--- src/pskf_pkg.sv ---
// Shared constants and types for the per-axis scalar Kalman filter.
package pskf_pkg;

  localparam int NUM_AXES = 3;
  localparam int AXIS_W   = 2;
  localparam int CFG_W    = 31;
  localparam int PADDR_W  = 3;

  localparam logic [AXIS_W-1:0] AXIS_LAST = AXIS_W'(NUM_AXES - 1);

  localparam logic [31:0]      ONE_Q30           = 32'h4000_0000;
  localparam logic [CFG_W-1:0] PROCESS_NOISE_RST = 31'd1073742;
  localparam logic [CFG_W-1:0] MEAS_NOISE_RST    = 31'd107374182;

  typedef enum logic {
    REG_PROCESS_NOISE     = 1'b0,
    REG_MEASUREMENT_NOISE = 1'b1
  } reg_idx_t;

  // Work handed to the arithmetic engine for one update.
  typedef struct packed {
    logic signed [31:0] est;
    logic [31:0]        cov;
    logic [32:0]        den;
    logic signed [15:0] sample;
  } pskf_job_t;

  // Updated filter state returned by the engine.
  typedef struct packed {
    logic signed [31:0] est;
    logic [31:0]        cov;
  } pskf_upd_t;

endpackage

--- src/per_axis_scalar_kalman_filter.sv ---
// Top level of the per-axis scalar Kalman filter with its register port.
//
//  Channel  Signals                                   Direction  Payload
//  config   psel penable pwrite paddr pwdata prdata   in/out     noise registers
//  input    in_valid in_ready                         in         axis, sample
//  output   out_valid out_ready                       out        axis_out, estimate
//
// An update runs the 31-step restoring division of the gain, followed by two multiplies
// on one 17x34 multiplier, two partial products each; the next input is taken once the
// result has moved into the output register. A zero gain denominator skips the division;
// an out-of-range axis answers with zero and no update. Synchronous reset restores the
// noise registers and all axis states at once. Input is held off while an update runs
// or its result waits for the output register to be free.
module per_axis_scalar_kalman_filter (
  input  logic                              clk,
  input  logic                              rst,
  input  logic                              psel,
  input  logic                              penable,
  input  logic                              pwrite,
  input  logic [pskf_pkg::PADDR_W-1:0]      paddr,
  input  logic [31:0]                       pwdata,
  output logic [31:0]                       prdata,
  output logic                              pready,
  input  logic                              in_valid,
  output logic                              in_ready,
  input  logic [pskf_pkg::AXIS_W-1:0]       axis,
  input  logic signed [15:0]                sample,
  output logic                              out_valid,
  input  logic                              out_ready,
  output logic [pskf_pkg::AXIS_W-1:0]       axis_out,
  output logic signed [15:0]                estimate
);

  typedef enum logic [1:0] {
    T_IDLE,
    T_PREP,
    T_RUN,
    T_OUT
  } tstate_t;

  tstate_t                        state;
  logic [pskf_pkg::CFG_W-1:0]     process_noise;
  logic [pskf_pkg::CFG_W-1:0]     measurement_noise;
  logic signed [31:0]             axis_estimate [pskf_pkg::NUM_AXES];
  logic [31:0]                    axis_covariance [pskf_pkg::NUM_AXES];
  logic [pskf_pkg::AXIS_W-1:0]    ax_q;
  logic signed [15:0]             sample_q;
  logic [31:0]                    run_p;
  logic [15:0]                    est_res;

  logic                           cfg_wr;
  logic [32:0]                    p_sum;
  logic [31:0]                    p_pred;
  logic [32:0]                    den;
  pskf_pkg::pskf_job_t            job;
  logic                           eng_start;
  logic                           eng_done;
  pskf_pkg::pskf_upd_t            eng_upd;
  logic [31:0]                    mag;
  logic [15:0]                    mag_int;
  logic [15:0]                    trunc_est;

  assign pready   = 1'b1;
  assign cfg_wr   = psel && penable && pwrite && pready;
  assign in_ready = (state == T_IDLE);

  always_comb begin
    case (pskf_pkg::reg_idx_t'(paddr[2]))
      pskf_pkg::REG_PROCESS_NOISE:     prdata = {1'b0, process_noise};
      pskf_pkg::REG_MEASUREMENT_NOISE: prdata = {1'b0, measurement_noise};
      default:                         prdata = '0;
    endcase
  end

  // Prediction: covariance plus process noise, saturated to 32 bits.
  assign p_sum  = {1'b0, axis_covariance[ax_q]} + {2'b00, process_noise};
  assign p_pred = p_sum[32] ? 32'hFFFF_FFFF : p_sum[31:0];
  assign den    = {1'b0, p_pred} + {2'b00, measurement_noise};

  assign job.est    = axis_estimate[ax_q];
  assign job.cov    = p_pred;
  assign job.den    = den;
  assign job.sample = sample_q;
  assign eng_start  = (state == T_PREP);

  pskf_engine u_engine (
    .clk   (clk),
    .rst   (rst),
    .start (eng_start),
    .job   (job),
    .done  (eng_done),
    .upd   (eng_upd)
  );

  // Truncate the Q15.16 estimate toward zero.
  assign mag       = eng_upd.est[31] ? (32'd0 - eng_upd.est) : eng_upd.est;
  assign mag_int   = mag[31:16];
  assign trunc_est = eng_upd.est[31] ? (16'd0 - mag_int) : mag_int;

  always_ff @(posedge clk) begin
    if (rst) begin
      state             <= T_IDLE;
      out_valid         <= 1'b0;
      process_noise     <= pskf_pkg::PROCESS_NOISE_RST;
      measurement_noise <= pskf_pkg::MEAS_NOISE_RST;
      for (int i = 0; i < pskf_pkg::NUM_AXES; i++) begin
        axis_estimate[i]   <= '0;
        axis_covariance[i] <= pskf_pkg::ONE_Q30;
      end
    end else begin
      if (cfg_wr) begin
        case (pskf_pkg::reg_idx_t'(paddr[2]))
          pskf_pkg::REG_PROCESS_NOISE:     process_noise     <= pwdata[30:0];
          pskf_pkg::REG_MEASUREMENT_NOISE: measurement_noise <= pwdata[30:0];
          default: ;
        endcase
      end

      // In T_OUT the output register is handled by the state machine below.
      if (out_valid && out_ready && state != T_OUT) begin
        out_valid <= 1'b0;
      end

      case (state)
        T_IDLE: begin
          if (in_valid) begin
            ax_q     <= axis;
            sample_q <= sample;
            if (axis > pskf_pkg::AXIS_LAST) begin
              est_res <= '0;
              state   <= T_OUT;
            end else begin
              state <= T_PREP;
            end
          end
        end
        T_PREP: begin
          run_p <= p_pred;
          state <= T_RUN;
        end
        T_RUN: begin
          if (eng_done) begin
            axis_estimate[ax_q]   <= eng_upd.est;
            axis_covariance[ax_q] <= eng_upd.cov;
            est_res               <= trunc_est;
            state                 <= T_OUT;
          end
        end
        T_OUT: begin
          if (!out_valid || out_ready) begin
            out_valid <= 1'b1;
            axis_out  <= ax_q;
            estimate  <= est_res;
            state     <= T_IDLE;
          end
        end
        default: begin
          state <= T_IDLE;
        end
      endcase
    end
  end

  a_done_in_run: assert property (@(posedge clk) disable iff (rst)
    eng_done |-> state == T_RUN)
    else $error("engine finished outside of an update");

  a_cov_shrinks: assert property (@(posedge clk) disable iff (rst)
    eng_done |-> eng_upd.cov <= run_p)
    else $error("updated covariance exceeds predicted covariance");

  a_bad_axis: assert property (@(posedge clk) disable iff (rst)
    (in_valid && in_ready && axis > pskf_pkg::AXIS_LAST) |=> (state == T_OUT && est_res == '0))
    else $error("out-of-range axis not answered with zero");

endmodule

--- src/pskf_engine.sv ---
// Iterative gain division and shared multiplier for one filter update.
module pskf_engine (
  input  logic                  clk,
  input  logic                  rst,
  input  logic                  start,
  input  pskf_pkg::pskf_job_t   job,
  output logic                  done,
  output pskf_pkg::pskf_upd_t   upd
);

  typedef enum logic [2:0] {
    E_IDLE,
    E_DIV,
    E_MUL_LO,
    E_MUL_HI,
    E_MUL_ACC,
    E_FIN
  } estate_t;

  estate_t              state;
  logic                 pass;
  logic [4:0]           cnt;
  logic [32:0]          rem;
  logic [30:0]          k;
  pskf_pkg::pskf_job_t  jb;
  logic signed [50:0]   prod;
  logic signed [63:0]   acc;
  logic signed [31:0]   x_new;

  logic                 bit_in;
  logic [33:0]          shifted;
  logic [33:0]          trial;
  logic                 geq;
  logic signed [33:0]   diff;
  logic signed [33:0]   op_a;
  logic [30:0]          op_m;
  logic [16:0]          chunk;
  logic signed [50:0]   mul;
  logic signed [63:0]   prod_ext;
  logic signed [63:0]   acc_sum;
  logic signed [63:0]   delta;

  // The dividend is P * 2^30; only P[0] is shifted in after the initial P >> 1.
  assign bit_in  = (cnt == 5'd30) ? jb.cov[0] : 1'b0;
  assign shifted = {rem, bit_in};
  assign geq     = shifted >= {1'b0, jb.den};
  assign trial   = shifted - {1'b0, jb.den};

  assign diff  = $signed({{2{jb.sample[15]}}, jb.sample, 16'h0000})
               - $signed({{2{jb.est[31]}}, jb.est});
  assign op_a  = pass ? $signed({2'b00, jb.cov}) : diff;
  assign op_m  = pass ? (pskf_pkg::ONE_Q30[30:0] - k) : k;
  assign chunk = (state == E_MUL_LO) ? {1'b0, op_m[15:0]} : {2'b00, op_m[30:16]};
  assign mul   = op_a * $signed(chunk);

  assign prod_ext = {{13{prod[50]}}, prod};
  assign acc_sum  = acc + {prod_ext[47:0], 16'h0000};
  // Arithmetic shift gives the floor toward minus infinity.
  assign delta    = acc >>> 30;

  always_ff @(posedge clk) begin
    if (rst) begin
      state <= E_IDLE;
      done  <= 1'b0;
      pass  <= 1'b0;
      cnt   <= '0;
    end else begin
      done <= (state == E_FIN) && pass;
      case (state)
        E_IDLE: begin
          if (start) begin
            jb    <= job;
            rem   <= {2'b00, job.cov[31:1]};
            k     <= '0;
            cnt   <= 5'd30;
            pass  <= 1'b0;
            // A zero denominator leaves the gain at zero.
            state <= (job.den == 33'd0) ? E_MUL_LO : E_DIV;
          end
        end
        E_DIV: begin
          if (geq) begin
            rem <= trial[32:0];
            k   <= {k[29:0], 1'b1};
          end else begin
            rem <= shifted[32:0];
            k   <= {k[29:0], 1'b0};
          end
          cnt <= cnt - 5'd1;
          if (cnt == 5'd0) begin
            state <= E_MUL_LO;
          end
        end
        E_MUL_LO: begin
          prod  <= mul;
          state <= E_MUL_HI;
        end
        E_MUL_HI: begin
          prod  <= mul;
          acc   <= prod_ext;
          state <= E_MUL_ACC;
        end
        E_MUL_ACC: begin
          acc   <= acc_sum;
          state <= E_FIN;
        end
        E_FIN: begin
          if (!pass) begin
            x_new <= jb.est + delta[31:0];
            pass  <= 1'b1;
            state <= E_MUL_LO;
          end else begin
            upd.est <= x_new;
            upd.cov <= acc[61:30];
            state   <= E_IDLE;
          end
        end
        default: begin
          state <= E_IDLE;
        end
      endcase
    end
  end

  a_start_idle: assert property (@(posedge clk) disable iff (rst)
    start |-> state == E_IDLE)
    else $error("engine started while busy");

  a_gain_range: assert property (@(posedge clk) disable iff (rst)
    (state == E_MUL_LO && !pass) |-> k <= pskf_pkg::ONE_Q30[30:0])
    else $error("gain above one");

  a_rem_bound: assert property (@(posedge clk) disable iff (rst)
    state == E_DIV |-> rem < jb.den)
    else $error("division remainder not below divisor");

endmodule

--- config.mk ---
export PLATFORM = sky130hd
export DESIGN_NAME = per_axis_scalar_kalman_filter
export DESIGN_NICKNAME = d
export VERILOG_FILES = /design/src/pskf_pkg.sv /design/src/per_axis_scalar_kalman_filter.sv /design/src/pskf_engine.sv
export SDC_FILE = /design/constraint.sdc
export NUM_CORES = 2
export LEC_CHECK = 0
export ABC_CLOCK_PERIOD_IN_PS = 12610
export BUFFER_PORTS_ARGS = -buffer_cell sky130_fd_sc_hd__buf_2
export CORE_ASPECT_RATIO = 2
export CORE_MARGIN = 5
export CORE_UTILIZATION = 50
export CTS_CLUSTER_SIZE = 20
export DETAILED_ROUTE_END_ITERATION = 12
export PLACE_DENSITY = 0.62
export SLEW_MARGIN = 20
export SYNTH_ARGS = -nofsm -noshare
export SYNTH_HDL_FRONTEND = slang
export SYNTH_HIERARCHICAL = 1
export SYNTH_SLANG_ARGS = --single-unit
--- constraint.sdc ---
create_clock -name clk -period 12.61 [get_ports clk]
set_input_delay 1.261 -clock clk [delete_from_list [all_inputs] [get_ports clk]]
set_output_delay 1.261 -clock clk [all_outputs]
set_load 0.02 [all_outputs]
==> metrics.md <==
| Metric | Value |
|---|---|
| Outcome | `finished clean` |
| Main synth FF type | `edfxtp_1` |
| Max stage delay cell, worst path | `a21oi_2` |
| Synthesis-to-finish area growth | `7.84%` |
| Reg2reg end | `u_engine/prod[46]` |
| Die width | `253 um` |
| DRC violation total after the first TritonRoute iteration | `2875` |
| Placed cell count | `between 7k and 8k` |
| Largest net degree at the start of global routing | `70` |
| Yosys reg bits | `about 760` |
| DP HPWL | `~140000 um` |
| Ys Warns | `6` |
| Starting Density | `0.502` |
| Post-synthesis cell area | `58900 um2` |
| PortBufs | `107` |
| Non-filler instance count after layout | `7306` |
| Top post-synthesis cells by count | `708 x inv_1, 705 x nand2_1, 678 x edfxtp_1` |
| Cell Area, Placed | `61000 um2` |
| CTS sink count | `about 760` |
| Boundary Pins | `113` |
| H-tree depth | `3` |
| FFs w/ async S/R, synth | `0` |
| Most used routing layer | `met2` |
| Synth Instances | `5715` |
| Net Count, Synth | `between 6k and 7k` |
| Final antenna-violating net count | `0` |
| Clock-pin transition on the worst setup and hold timing paths | `about 0.07 ns` |
| Setup TNS | `0 ns` |
| CP Launch Type | `flop` |
| Hold path start | `u_engine/x_new[26]` |
| Number of fillers in the final layout | `just over 10k` |
| RSZ-0062 raised after global routing | `false` |
| Final wirelength | `around 180000 um` |
| Full die area | `125000 um2` |
| Avg Inst Size Synth | `10.3 um2` |
| Endpoints failing setup | `0` |
| Netlist cell types | `between 100 and 150` |
| Cell taking the most area after synthesis | `edfxtp_1` |
| Routed len/inst | `24.7 um` |
| Multi-input logic area | `33500 um2` |
| Seq/Total Area, Yosys | `0.372` |
| Via/cell ratio | `between 5 and 6` |
| Crit path DAT | `10.88 ns` |
| GR Overflow Total | `0` |
| Reg2reg start | `u_engine/k[10]` |
| Clock Latency Late Sink | `0.71 ns` |
| FF/Latch Area | `21900 um2` |
| Number of synthesized flops with an enable pin | `678` |
| CP Max Fanout | `19` |
| CTS Hold Buffers Added | `0` |
| Worst Hold Depth | `0` |
| Post-CTS setup buffer count | `0` |
| DRT Pass-1 Iters | `6` |
| Final-report max-slew violation count | `0` |
| Core ar. | `117000 um2` |
| Max incr delay on CP | `0.78 ns` |
| Final instance area | `63500 um2` |
| Max transition margin | `0.186` |
| First-pass GRT wire length | `270000 um` |
| Met1 Use GR | `0.304` |
| Maxcap violations | `0` |
| FP Rows | `178` |
| Total GRT Usage | `0.287` |
| Fin crit share | `0.831` |
| Routability cong. | `~0.97` |
| Most frequent cell after synthesis | `inv_1` |
| Root buffer cell | `clkbuf_16` |
| Worst Reg-to-Reg Cells | `30` |
| Hold Path Class | `reg -> reg` |
| Share of layout cells above drive strength 1 | `0.0858` |
| Max frequency | `95.5 MHz` |
| Number of gates resized after CTS | `0` |
| Final Hold Fails | `0` |
| Crit end category | `flop` |
| Reg-to-reg slack, setup | `2.14 ns` |
| Worst slew pin tran | `between 1 and 1.5 ns` |
| Largest cells by area after synthesis | `edfxtp_1 35%, fa_1 17%, ha_1 6.7%, inv_1 4.5%, nand2_1 4.5%` |
| WHS | `0.391 ns` |
| Fin nets | `6592` |
| GRT met2 Usage | `0.531` |
| DR DRC count | `0` |
| Die Ht | `495 um` |
| Initial antenna violation count | `4` |
| Via count | `between 40k and 50k` |
| GR Util met3 | `0.0313` |
| Critical path class | `reg -> reg` |
| Yosys top cell area share | `0.346` |
| Number of buffers created by CTS | `75` |
| Clk_skew | `0.0728 ns` |
| Worst-case clock buffer depth | `3` |
| CTS tree | `done` |
| Vias in the first global route | `44.9k` |
| Worst Setup SP | `u_engine/k[10]` |
| Hold endpoint | `u_engine/upd[58]` |
| Fin crit period | `about 10 ns` |
| Required time worst endpoint | `roughly 13 ns` |
| Worst path most repeated cell | `fa_1` |
layer usage:
metal,up-vias,wire [um]
met2,1420,95500
met5,-,0
met4,0,15100
met3,530,8240
met1,21400,61300
li1,19400,-
cell usage in the layout, fill, tap and decap left out, types with 45 or more instances in the layout:
cell type	netlist	final
fa_1	504	504
nand2_1	705	703
o21ai_0	211	211
a21o_1	128	128
xor2_1	92	92
ha_1	317	317
nand3_1	70	70
mux4_2	64	64
buf_4	3	67
clkbuf_16	0	75
and2_1	262	262
a21oi_1	313	305
nand4_1	45	45
edfxtp_1	678	678
inv_1	708	708
buf_2	32	106
dfxtp_1	77	74
xnor2_1	154	154
nor2_1	403	398
nor3_1	58	53
per-stage QoR:
step	setup slack (ns)	util
6_report	2.14	0.541
5_1_grt	1.71	0.541
4_1_cts	2.11	0.541
3_5_place_dp	2.13	0.520
3_3_place_gp	2.19	0.519
2_1_floorplan	2.69	-
area by class of cell:
class / instances / share of cell area
clock buffer: 83 / 0.0302
inverter: 708 / 0.0418
tap: 1530 / 0.0301
multi-input combinational: 3998 / 0.527
antenna: 4 / 0.000158
timing repair buffer: 173 / 0.0163
clock inverter: 55 / 0.00963
sequential: 755 / 0.345
critical path: cells and delay by family, from the launching register on:
kind / cells / cell delay [ns]
adder cells (fa/ha/maj): 7 / 3.63
AO/OA/AOI/OAI: 9 / 2.82
XOR/XNOR: 1 / 0.19
buffers and inverters: 4 / 0.61
flip-flops: 1 / 0.51
AND/OR/NAND/NOR: 8 / 2.31
multiplexers: 1 / 0.15
kinds of logic after synthesis:
logic type / count (synthesis) / synth area share
DFF: 755 / 0.372
AOI/OAI and AO/OA: 973 / 0.105
and+or+nand+nor: 1804 / 0.145
buffers and inverters: 962 / 0.0630
other: 2 / 0.000127
muxes: 149 / 0.0399
xor gates and xnor gates: 246 / 0.0366
adders and majority gates: 824 / 0.239
worst max path at each step:
stage,endpoint,slack (ns)
detailed placement,u_engine/prod[46],2.13
finish,u_engine/prod[46],2.14
floorplan,u_engine/jb[0],2.69
CTS,u_engine/prod[46],2.11
global placement,u_engine/prod[46],2.19
global route,u_engine/prod[46],1.71
sequential cells by signal (all words and copies together), names as in the netlist, 32 cells and up, named ones only:
register and cells:
axis_estimate 128, axis_covariance 128, u_engine/jb 113, u_engine/rem 33, u_engine/x_new 32, u_engine/prod 51, u_engine/acc 46, u_engine/upd 64
Power is left out: the tool's default activity adds up to more than one toggle a clock period on the data nets, which glitch-free logic cannot reach.
